--- src/hw/rtl/efcd_pkg.sv ---
// Package for the escaped frame command decoder.
// Holds framing bytes, command codes, result kind codes and the sequencer state type.
// No dependencies.
package efcd_pkg;

  localparam int PAYLOAD_MAX_DEF = 64;
  localparam int WORD_CAP_MAX    = 32;
  localparam int PTR_W           = 7;

  localparam logic [7:0] B_START = 8'h02;
  localparam logic [7:0] B_END   = 8'h03;
  localparam logic [7:0] B_ESC   = 8'h1B;

  localparam logic [7:0] CMD_LED   = 8'h13;
  localparam logic [7:0] CMD_SOFF  = 8'h14;
  localparam logic [7:0] CMD_SON   = 8'h15;
  localparam logic [7:0] CMD_NOTES = 8'h16;
  localparam logic [7:0] CMD_DUR   = 8'h17;
  localparam logic [7:0] CMD_TEMPO = 8'h18;

  localparam logic [7:0] TEMPO_BYTES = 8'd4;

  localparam logic [2:0] KIND_LED   = 3'd0;
  localparam logic [2:0] KIND_SOUND = 3'd1;
  localparam logic [2:0] KIND_TEMPO = 3'd2;
  localparam logic [2:0] KIND_NOTE  = 3'd3;
  localparam logic [2:0] KIND_DUR   = 3'd4;
  localparam logic [2:0] KIND_COUNT = 3'd5;

  typedef enum logic [2:0] {
    ST_IDLE,
    ST_FRAME,
    ST_ESC,
    ST_FETCH,
    ST_TAKE,
    ST_EMIT
  } state_t;

endpackage

--- src/hw/rtl/efcd_if.sv ---
// Valid/ready channel interfaces for received bytes and decoded results.
// Standalone; used by the decoder top level and its checker binding.
interface efcd_rx_if;
  logic       valid;
  logic       ready;
  logic [7:0] rx_byte;

  modport source (output valid, output rx_byte, input ready);
  modport sink   (input valid, input rx_byte, output ready);
endinterface

interface efcd_res_if;
  logic        valid;
  logic        ready;
  logic [2:0]  kind;
  logic [5:0]  index;
  logic [31:0] value;
  logic        last;

  modport source (output valid, output kind, output index, output value, output last,
                  input ready);
  modport sink   (input valid, input kind, input index, input value, input last,
                  output ready);
endinterface

--- src/hw/rtl/efcd_ram.sv ---
// Generic single-write, single-read RAM with registered read data.
// No dependencies.
module efcd_ram #(
  parameter int WIDTH = 8,
  parameter int DEPTH = 66
) (
  input  logic                     clk,
  input  logic                     we,
  input  logic [$clog2(DEPTH)-1:0] waddr,
  input  logic [WIDTH-1:0]         wdata,
  input  logic [$clog2(DEPTH)-1:0] raddr,
  output logic [WIDTH-1:0]         rdata
);

  logic [WIDTH-1:0] mem [DEPTH];

  always_ff @(posedge clk) begin
    if (we) begin
      mem[waddr] <= wdata;
    end
    rdata <= mem[raddr];
  end

endmodule

--- src/hw/rtl/escaped_frame_command_decoder_unit.sv ---
// Escaped frame command decoder, top level.
// Depends on efcd_pkg, efcd_if (efcd_rx_if, efcd_res_if) and efcd_ram.
//
// Usage:
//   rx  : one received serial byte per transaction (valid/ready).
//   res : decoded results (kind, index, value, last) per transaction.
// Outside a frame and while gathering frame bytes, rx.ready is high and one
// byte is taken per cycle. 0x02 opens a frame, 0x1B escapes the next byte, 0x03
// closes it; the frame bytes go into a RAM of PAYLOAD_MAX + 2 entries.
// At the end of a non-empty frame rx.ready drops while a sequencer walks the
// stored bytes (command, length, payload) through the single RAM read port and
// one byte-merge unit: each byte read passes a fetch state and a take state,
// and each result is loaded from an emit state. The frame's last result carries
// last = 1; rx.ready returns once that result is loaded into the output register
// (an unknown command gives no result and returns to idle).
// A stalled receiver holds the output register and the sequencer waits.
// Reset returns to idle, clears the byte count, the LED level and res.valid.
module escaped_frame_command_decoder_unit #(
  parameter int PAYLOAD_MAX = efcd_pkg::PAYLOAD_MAX_DEF
) (
  input  logic        clk,
  input  logic        rst,
  efcd_rx_if.sink     rx,
  efcd_res_if.source  res
);

  import efcd_pkg::*;

  localparam int StoreCap = PAYLOAD_MAX + 2;
  localparam int AddrW    = $clog2(StoreCap);
  localparam int CntW     = $clog2(StoreCap + 1);
  localparam int WordCap  = (PAYLOAD_MAX / 2 < WORD_CAP_MAX) ? PAYLOAD_MAX / 2 : WORD_CAP_MAX;

  state_t state, state_next;

  logic [CntW-1:0]  count;
  logic [PTR_W-1:0] ptr;
  logic             rd_ok;
  logic [7:0]       cmd;
  logic [6:0]       nbytes;
  logic [6:0]       bidx;
  logic [31:0]      acc;
  logic             led;
  logic [2:0]       p_kind;
  logic [5:0]       p_index;
  logic [31:0]      p_value;
  logic             p_last;

  logic        rx_fire;
  logic        slot_free;
  logic        store_we;
  logic [7:0]  rdata;
  logic [7:0]  b;
  logic        is_tempo;
  logic [2:0]  word_kind;
  logic [6:0]  nwords;
  logic [6:0]  tempo_n;
  logic [6:0]  nb_calc;
  logic [1:0]  lane;
  logic [31:0] acc_merge;
  logic [6:0]  bidx_inc;

  assign rx.ready  = (state == ST_IDLE) || (state == ST_FRAME) || (state == ST_ESC);
  assign rx_fire   = rx.valid && rx.ready;
  assign slot_free = !res.valid || res.ready;

  assign store_we = rx_fire && (count < CntW'(StoreCap)) &&
                    ((state == ST_ESC) ||
                     ((state == ST_FRAME) && (rx.rx_byte != B_ESC) && (rx.rx_byte != B_END)));

  efcd_ram #(
    .WIDTH (8),
    .DEPTH (StoreCap)
  ) u_store (
    .clk   (clk),
    .we    (store_we),
    .waddr (count[AddrW-1:0]),
    .wdata (rx.rx_byte),
    .raddr (ptr[AddrW-1:0]),
    .rdata (rdata)
  );

  assign b         = rd_ok ? rdata : 8'h00;
  assign is_tempo  = (cmd == CMD_TEMPO);
  assign word_kind = (cmd == CMD_NOTES) ? KIND_NOTE : KIND_DUR;
  assign nwords    = (b[7:1] >= 7'(WordCap)) ? 7'(WordCap) : b[7:1];
  assign tempo_n   = (b < TEMPO_BYTES) ? b[6:0] : TEMPO_BYTES[6:0];
  assign nb_calc   = is_tempo ? tempo_n : {nwords[5:0], 1'b0};
  assign lane      = is_tempo ? bidx[1:0] : {1'b0, bidx[0]};
  assign bidx_inc  = bidx + 7'd1;

  always_comb begin
    acc_merge = acc;
    if (!is_tempo && !bidx[0]) begin
      acc_merge = {24'h000000, b};
    end else begin
      acc_merge[8*lane +: 8] = b;
    end
  end

  always_ff @(posedge clk) begin
    if (rst) begin
      state <= ST_IDLE;
    end else begin
      state <= state_next;
    end
  end

  always_comb begin
    state_next = state;
    unique case (state)
      ST_IDLE: begin
        if (rx_fire && (rx.rx_byte == B_START)) begin
          state_next = ST_FRAME;
        end
      end
      ST_FRAME: begin
        if (rx_fire) begin
          if (rx.rx_byte == B_ESC) begin
            state_next = ST_ESC;
          end else if (rx.rx_byte == B_END) begin
            state_next = (count == '0) ? ST_IDLE : ST_FETCH;
          end
        end
      end
      ST_ESC: begin
        if (rx_fire) begin
          state_next = ST_FRAME;
        end
      end
      ST_FETCH: begin
        state_next = ST_TAKE;
      end
      ST_TAKE: begin
        if (ptr == '0) begin
          if ((b == CMD_LED) || (b == CMD_SOFF) || (b == CMD_SON)) begin
            state_next = ST_EMIT;
          end else if ((b == CMD_TEMPO) || (b == CMD_NOTES) || (b == CMD_DUR)) begin
            state_next = ST_FETCH;
          end else begin
            state_next = ST_IDLE;
          end
        end else if (ptr == PTR_W'(1)) begin
          state_next = (nb_calc == '0) ? ST_EMIT : ST_FETCH;
        end else if (!is_tempo && bidx[0]) begin
          state_next = ST_EMIT;
        end else if (is_tempo && (bidx_inc == nbytes)) begin
          state_next = ST_EMIT;
        end else begin
          state_next = ST_FETCH;
        end
      end
      ST_EMIT: begin
        if (slot_free) begin
          if (p_last) begin
            state_next = ST_IDLE;
          end else if (bidx == nbytes) begin
            state_next = ST_EMIT;
          end else begin
            state_next = ST_FETCH;
          end
        end
      end
      default: state_next = ST_IDLE;
    endcase
  end

  always_ff @(posedge clk) begin
    if (rst) begin
      count     <= '0;
      led       <= 1'b0;
      res.valid <= 1'b0;
    end else begin
      if (res.valid && res.ready && (state != ST_EMIT)) begin
        res.valid <= 1'b0;
      end
      if (store_we) begin
        count <= count + CntW'(1);
      end
      unique case (state)
        ST_IDLE: begin
          if (rx_fire && (rx.rx_byte == B_START)) begin
            count <= '0;
          end
        end
        ST_FRAME: begin
          ptr <= '0;
        end
        ST_ESC: begin
          ptr <= '0;
        end
        ST_FETCH: begin
          rd_ok <= (ptr < PTR_W'(count));
        end
        ST_TAKE: begin
          ptr <= ptr + PTR_W'(1);
          if (ptr == '0) begin
            cmd     <= b;
            p_index <= '0;
            p_last  <= 1'b1;
            priority if (b == CMD_LED) begin
              led     <= ~led;
              p_kind  <= KIND_LED;
              p_value <= {31'h0, ~led};
            end else if (b == CMD_SON) begin
              p_kind  <= KIND_SOUND;
              p_value <= 32'd1;
            end else begin
              p_kind  <= KIND_SOUND;
              p_value <= 32'd0;
            end
          end else if (ptr == PTR_W'(1)) begin
            nbytes  <= nb_calc;
            bidx    <= '0;
            acc     <= '0;
            p_kind  <= is_tempo ? KIND_TEMPO : KIND_COUNT;
            p_index <= '0;
            p_value <= '0;
            p_last  <= 1'b1;
          end else begin
            acc  <= acc_merge;
            bidx <= bidx_inc;
            if (!is_tempo && bidx[0]) begin
              p_kind  <= word_kind;
              p_index <= bidx[6:1];
              p_value <= {16'h0000, acc_merge[15:0]};
              p_last  <= 1'b0;
            end else if (is_tempo) begin
              p_kind  <= KIND_TEMPO;
              p_index <= '0;
              p_value <= acc_merge;
              p_last  <= 1'b1;
            end
          end
        end
        ST_EMIT: begin
          if (slot_free) begin
            res.valid <= 1'b1;
            res.kind  <= p_kind;
            res.index <= p_index;
            res.value <= p_value;
            res.last  <= p_last;
            if (!p_last && (bidx == nbytes)) begin
              p_kind  <= KIND_COUNT;
              p_index <= '0;
              p_value <= {26'h0, nbytes[6:1]};
              p_last  <= 1'b1;
            end
          end
        end
        default: begin
          ptr <= '0;
        end
      endcase
    end
  end

endmodule

--- src/flat_wrapper.sv ---
// flat-port wrapper written by rule: the top's interface ports become plain ports
module escaped_frame_command_decoder_unit_flat import efcd_pkg::*;
#(
  parameter int PAYLOAD_MAX = efcd_pkg::PAYLOAD_MAX_DEF
)
  (clk, rst, rx_valid, rx_rx_byte, rx_ready, res_valid, res_kind, res_index, res_value, res_last, res_ready);
  efcd_rx_if rx_i ();
  efcd_res_if res_i ();
  input  logic clk;
  input  logic rst;
  input wire logic [$bits(rx_i.valid)-1:0] rx_valid;
  input wire logic [$bits(rx_i.rx_byte)-1:0] rx_rx_byte;
  output wire logic [$bits(rx_i.ready)-1:0] rx_ready;
  output wire logic [$bits(res_i.valid)-1:0] res_valid;
  output wire logic [$bits(res_i.kind)-1:0] res_kind;
  output wire logic [$bits(res_i.index)-1:0] res_index;
  output wire logic [$bits(res_i.value)-1:0] res_value;
  output wire logic [$bits(res_i.last)-1:0] res_last;
  input wire logic [$bits(res_i.ready)-1:0] res_ready;
  assign rx_i.valid = rx_valid;
  assign rx_i.rx_byte = rx_rx_byte;
  assign rx_ready = rx_i.ready;
  assign res_valid = res_i.valid;
  assign res_kind = res_i.kind;
  assign res_index = res_i.index;
  assign res_value = res_i.value;
  assign res_last = res_i.last;
  assign res_i.ready = res_ready;
  escaped_frame_command_decoder_unit #(.PAYLOAD_MAX(PAYLOAD_MAX)) u_core (.clk(clk), .rst(rst), .rx(rx_i), .res(res_i));
endmodule
--- config.mk ---
export PLATFORM = sky130hd
export DESIGN_NAME = escaped_frame_command_decoder_unit_flat
export DESIGN_NICKNAME = d
export VERILOG_FILES = /design/src/hw/rtl/efcd_pkg.sv /design/src/hw/rtl/efcd_if.sv /design/src/hw/rtl/efcd_ram.sv /design/src/hw/rtl/escaped_frame_command_decoder_unit.sv /design/src/flat_wrapper.sv
export SDC_FILE = /design/constraint.sdc
export NUM_CORES = 1
export LEC_CHECK = 0
export BUFFER_PORTS_ARGS = -buffer_cell sky130_fd_sc_hd__buf_2
export CORE_ASPECT_RATIO = 0.8
export CORE_MARGIN = 5
export CORE_UTILIZATION = 25
export CTS_BUF_LIST = sky130_fd_sc_hd__clkbuf_4 sky130_fd_sc_hd__clkbuf_8 sky130_fd_sc_hd__clkbuf_16
export CTS_CLUSTER_DIAMETER = 100
export DETAILED_ROUTE_END_ITERATION = 8
export MAX_ROUTING_LAYER = met4
export PLACE_DENSITY_LB_ADDON = 0.05
export SYNTH_ARGS = -nofsm -noshare
export SYNTH_HDL_FRONTEND = slang
export SYNTH_SLANG_ARGS = --single-unit
--- constraint.sdc ---
create_clock -name clk -period 6.8 [get_ports clk]
set_clock_uncertainty 0.15 [all_clocks]
set_input_delay 1.02 -clock clk [delete_from_list [all_inputs] [get_ports clk]]
set_output_delay 1.02 -clock clk [all_outputs]
set_load 0.01 [all_outputs]
# --- Yosys cells after proc, flatten, opt, wreduce, memory -nomap -nowiden ---
# Memory sizes are Yosys's and may differ from the RTL's. A register that Yosys moved wholly into a read port is not among the register bits.
# Cells that the tools add are included.
word_totals:
  ramBits: 528
  mem_count: 1
  register_bits: 158
memory_table:
  columns: ["memory", "depth", "word_bits", "read_ports", "rd_clocked_by_memory_dff", "write_ports", "line_no", "text"]
  rows:
  - ["u_core.u_store.mem", 66, 8, 1, 1, 1, "efcd_ram.sv:15", "logic [WIDTH-1:0] mem [DEPTH];"]
classes:
  add_sub_neg: 4
  n_mux: 66
  bitwise_logic: 4
  n_eq_ne: 29
  n_reduce_logical: 39
  n_shift: 2
  magnitude_cmp: 4
ops:
  columns: ["op", "n"]
  rows:
  - ["2-to-1 mux 32 bit", 8]
  - ["equality test 8 x 5 -> 1 bit, second input constant", 9]
  - ["2-to-1 mux 3 bit", 22]
  - ["case mux 32 bit (2 select lines)", 1]
  - ["2-to-1 mux 6 bit", 7]
  - ["2-to-1 mux 7 bit", 5]
  - ["negation 5 -> 34 bit", 1]
  - ["variable shift 8 x 34 -> 32 bit, first input constant", 1]
  - ["indexed part select 8 x 34 -> 32 bit", 1]
  - ["bitwise mux 32 bit", 1]
  - ["adder 7 x 1 -> 7 bit, second input constant", 3]
  - ["logical NOT 7 bit", 3]
  - ["case mux 3 bit (6 select lines)", 1]
  - ["equality test 8 x 2 -> 1 bit, second input constant", 2]
  - ["equality test 7 bit", 2]
  - ["case mux 7 bit (2 select lines)", 1]
  - ["2-to-1 mux 1 bit", 13]
  - ["logical AND 1 bit", 12]
  - ["case mux 6 bit (2 select lines)", 1]
  - ["AND reduction 3 bit", 4]
  - ["AND reduction 5 bit", 2]
  - ["logical OR 1 bit", 8]
  - ["less-than comparator 8 x 3 -> 1 bit, second input constant", 1]
  - ["2-to-1 mux 8 bit", 1]
  - ["other kinds (23)", 38]

# --- Depth between registers and ports, before layout ---
depth:
  ltp_word: 11
  mapped_depth: 13
  ltp_nobuf: 9

# --- Hierarchy ---
# Synthesis repeated with hierarchy kept, for this count alone.
hier_totals:
  cells_unflattened: 1536
  hier_area_um2: 27794.2
modules_own_cells:
  columns: ["module", "instances", "seq_area_each_um2", "cells_each", "area_per_inst_um2"]
  rows:
  - ["efcd_ram", 1, 16015.4, 977, 20739.9]
  - ["escaped_frame_command_decoder_unit", 1, 4624.4, 559, 7054.3]

# --- Least setup slack after synthesis ---
# No wires, ideal clock.
synth_timing:
  path_kind: "flip-flop to flip-flop"
  from: "register u_core.ptr[1]"
  to: "register u_core.p_index[0] (enable)"
  t_required_ns: 6.148
  path_buffers: 5
  arrival_ns: 5.015
  path_stages_with_launch: 13
  slack_ns: 1.133
  path_cell_list: "edfxtp_1 buf_4 buf_6 buf_6 buf_2 inv_1 ha_1 and3_1 buf_2 nor2_1 nand3_1 a21oi_1 nor3b_1"
synth_via:
  elab_chain_cells: 3
synth_lines:
  columns: ["element", "line_no", "text"]
  rows:
  - ["start, declared", "escaped_frame_command_decoder_unit.sv:37", "logic [PTR_W-1:0] ptr;"]
  - ["start signal, assigned", "escaped_frame_command_decoder_unit.sv:196", "ptr <= ptr + PTR_W'(1);"]
  - ["equality test 7 x 1 -> 1 bit / logical NOT 7 bit (equally long branches)", "escaped_frame_command_decoder_unit.sv:212, escaped_frame_command_decoder_unit.sv:197", null]
  - ["inequality test 5 x 1 -> 1 bit (no source line) *", null, null]
  - ["AND reduction 5 bit (no source line) *", null, null]
  - ["end signal, assigned", "escaped_frame_command_decoder_unit.sv:225", "p_index <= bidx[6:1];"]
  - ["end, declared", "escaped_frame_command_decoder_unit.sv:45", "logic [5:0] p_index;"]
# Every way passes the cells marked *; elsewhere a longest branch is shown, timed or not.
# A chain may end at the register's enable or synchronous reset.

# --- Final worst setup path ---
layout_timing:
  from: "register u_core.state[0]"
  to: "memory u_core.u_store.mem[44][4] (enable)"
layout_via:
  elab_chain_cells: 8
layout_lines:
  columns: ["element", "line_no", "text"]
  rows:
  - ["start, declared", "escaped_frame_command_decoder_unit.sv:34", "state_t state, state_next;"]
  - ["start signal, assigned", "escaped_frame_command_decoder_unit.sv:105", "state <= state_next;"]
  - ["equality test 3 x 1 -> 1 bit / logical NOT 3 bit (equally long branches)", "escaped_frame_command_decoder_unit.sv:63, escaped_frame_command_decoder_unit.sv:69", null]
  - ["logical OR 1 bit (2 in a row)", "escaped_frame_command_decoder_unit.sv:63", "assign rx.ready = (state == ST_IDLE) || (state == ST_FRAME) || (state == ST_ESC);"]
  - ["logical AND 1 bit", "escaped_frame_command_decoder_unit.sv:64", "assign rx_fire = rx.valid && rx.ready;"]
  - ["logical AND 1 bit", "escaped_frame_command_decoder_unit.sv:67", "assign store_we = rx_fire && (count < CntW'(StoreCap)) &&"]
  - ["logical AND 1 bit *", "escaped_frame_command_decoder_unit.sv:67", null]
  - ["2-to-1 mux 1 bit *", "efcd_ram.sv:18", "if (we) begin"]
  - ["2-to-1 mux 1 bit (implied by the code) *", "efcd_ram.sv:19", "mem[waddr] <= wdata;"]
  - ["end, declared", "efcd_ram.sv:15", null]
# Marks and branches as above.

==> metrics.csv <==
stage;metric;value;unit
worst_setup_path;slowest_stage;nor2_1;
place;numPortBuffers;55;
floorplanning;rows;109;
cts;cts_setup_buffers;0;
cts;cts_num_sinks;694;
yosys;synth_cells;1534;
worst_setup_path;cp_max_fo;12;
floorplanning;die_x;382;um
final_layout;final_area;32200;um^2
route;final_antenna_net_count;0;
global_route;grt_pass1_vias;15225;
worst_setup_path;endpoint_kind;flip-flop;
cts;cts-resized-gates;0;
place;placed_area;29700;um^2
worst_setup_path;worst-path-buf-inv;0;
yosys;syn_nets;1563;
run;cap_violations;0;
worst_setup_path;required;6.91;ns
floorplanning;dieArea;117000;um^2
yosys;synth.cell_area;27700;um^2
global_route;grt-ovfl-total;0;
route;drc;0;
global_route;grt_max_degree;99;
floorplanning;ios;56;
cts;numCtsBuffers;78;
power;power.share.clock;0.466;
yosys;yosysSeqAreaShare;0.746;
global_route;grt_use_total;0.149;
power;vdd.ir_drop.worst;0.139;mV
final_layout;drive_gt1_frac;0.211;
sta;hold_ws;0.267;ns
hold_path;worstHoldPathType;flip-flop to flip-flop;
yosys;synthFlopType;edfxtp_1;
route;dr.pass1.iters;6;
global_route;met1_usage;0.223;
final_layout;mostFrequentLayoutCells;674 x edfxtp_1, 172 x nor2_1, 128 x mux4_2;
global_route;met2_usage;0.212;
place;gp_congestion;0.778;
final_layout;nets;1663;
yosys;synth_top_cell_area_share;0.731;
global_route;grt_pass1_wl;122;mm
sta;setup_viol;0;
yosys;yosysUniqueCellTypes;63;
cts;clk_pin_slew_worst_paths;0.06;ns
cts;cts_hold_buffers;0;
yosys;syn_area_per_cell;18.0;um^2
cts;ctsRootBufferMaster;clkbuf_16;
power;swShare;0.209;
route;wire_per_inst;27.3;um
yosys;ys_ff_latch;694;
place;place_hpwl;54.7;mm
worst_setup_path;arrival;4.41;ns
sta;fin_crit_sh;0.633;
sta;rsz0062_at_grt;no;
final_layout;final_common_cell;edfxtp_1;
sta;finalMaxSlewViolations;0;
route;drt_iter0_drc;1079;
global_route;grt-busiest-layer;met1;
power;powerDensity;277;nW/um^2
sta;timing.fmax;232;MHz
sta;fin_crit;4.31;ns
final_layout;synthToLayoutAreaGrowth;16.5;%
global_route;antenna_found_initial;3;
sta;tightest_slew;1.30;ns
worst_setup_path;critPathKind;flip-flop to flip-flop;
route;via_per_inst;4.67;
yosys;synth_edf_count;674;
sta;tns;0;ns
route;vias;14642;
power;p_leak;10.2;nW
power;p_int;7.06;mW
worst_setup_path;start_kind;flip-flop;
power;p_seq_frac;0.524;
yosys;yosys_warnings;0;
worst_setup_path;crit_family;simple AND/OR/NAND/NOR gates;
global_route;use_met3;0.0286;
cts;cts_tree;done;
power;power.total;8.92;mW
sta;hold_violations;0;
worst_setup_path;path_cells;or3b_1 -> a41o_1 -> a221o_1 -> nor2_2 -> nand3_1 -> nor2_1;
floorplanning;coreArea;110000;um^2
power;p_comb_frac;0.010;
yosys;synth_top_cell_by_area;edfxtp_1;
route;finalWirelength;85.6;mm
cts;h-tree-depth;3;
power;switchingPower;1.86;mW
cts;cts_buffer_depth;3;
yosys;synthArstFlopShare;0;
status;run_status;finished, final reports clean;
floorplanning;start_util;0.251;
yosys;yosys-top-cells-area;edfxtp_1 73%, mux4_2 10%, nor2_1 2.3%, mux2i_1 1.6%, dfxtp_1 1.4%;
cts;clock_latency;0.64;ns
floorplanning;dieHeight;308;um
sta;slew_headroom;0.131;
worst_setup_path;critPathMaxStageDelay;0.94;ns
synthesized netlist by cell type (4+ instances only):
cell type,instances
clkinv_1,4
a22o_1,5
or3_1,9
a41o_1,4
nor4b_1,6
buf_1,4
o22ai_1,4
nor3b_1,9
mux4_2,128
and2_1,18
a21o_1,4
clkbuf_1,33
a21oi_1,29
a211oi_1,4
and3b_1,4
buf_4,13
nand4_1,4
dfxtp_1,20
a2111oi_0,4
xnor2_1,10
nand3_1,33
edfxtp_1,674
nor2_1,172
o21ai_0,21
nor2b_1,4
xor2_1,12
a22oi_1,50
nor3_1,28
ha_1,17
o211ai_1,6
nand2_1,61
nor4_1,8
and3_1,8
a221o_1,4
mux2i_1,43
inv_1,16
buf_2,19
sequential cells by signal, summed over array words and instances, names as in the netlist, 3 cells and up:
| signal | flops |
|---|---|
| u_core.state | 3 |
| u_core.u_store.mem | 528 |
| u_core.res.kind | 3 |
| u_core.u_store.rdata | 8 |
| u_core.res.value | 32 |
| u_core.nbytes | 7 |
| u_core.count | 7 |
| u_core.bidx | 7 |
| u_core.ptr | 7 |
| u_core.p_index | 6 |
| u_core.res.index | 6 |
| u_core.p_kind | 3 |
| u_core.cmd | 8 |
| u_core.p_value | 32 |
| u_core.acc | 32 |
worst reg2reg max path, delay by kind of cell, from the launching register on:
family | cells | cell delay [ns]
AND/OR/NAND/NOR | 4 | 2.50
AO/OA/AOI/OAI | 2 | 0.72
flip-flops | 1 | 0.55
worst paths after layout:
path | from | to | slack [ns] | depth (start not counted)
max | u_core.state[0] | u_core.u_store.mem[44][4] | 2.49 | 6
min | u_core.p_value[16] | u_core.res.value[16] | 0.27 | 0
max reg2reg | u_core.state[0] | u_core.u_store.mem[44][4] | 2.49 | 6
min reg2reg | u_core.p_value[16] | u_core.res.value[16] | 0.27 | 0
layer usage:
metal  up-vias  wire length (um)
met3       102              3500
met2       300             36900
li1       6365                 -
met4         0              1570
met1      7875             43700
met5         -                 0
metrics by stage:
step,instances,setup WS [ns],utilization
finish,3138,2.49,0.292
global route,3136,2.35,0.292
CTS,3135,2.47,0.292
detailed placement,2997,1.88,0.270
global placement,2997,1.90,0.270
floorplan,1534,1.13,-
cell families after synthesis:
logic type	Yosys count	synth area share
DFF	694	0.746
AOI/OAI and AO/OA	154	0.0386
buffers and inverters	93	0.0160
adders and majority gates	17	0.00769
muxes	171	0.120
and+or+nand+nor	383	0.0652
xor gates and xnor gates	22	0.00696
final cells by class:
| cell class | instances | area, um^2 |
|---|---|---|
| Tap cell | 1443 | 1810 |
| Multi-Input combinational cell | 747 | 6610 |
| Sequential cell | 694 | 20600 |
| Clock inverter | 52 | 483 |
| Timing Repair Buffer | 92 | 591 |
| Inverter | 21 | 78.8 |
| Antenna cell | 3 | 7.51 |
| Fill cell | 10860 | 78000 |
| Clock buffer | 86 | 2010 |
power groups by stage:
stage,Clock [mW],Combinational (mW),Sequential (mW)
3_5_place_dp,0,0.0965,4.76
3_3_place_gp,0,0.0982,4.76
2_1_floorplan,0,0.00523,4.76
6_report,4.16,0.0898,4.67
4_1_cts,4.31,0.0957,4.67
5_1_grt,4.49,0.0977,4.67
Power figures use the tool's default switching activity.
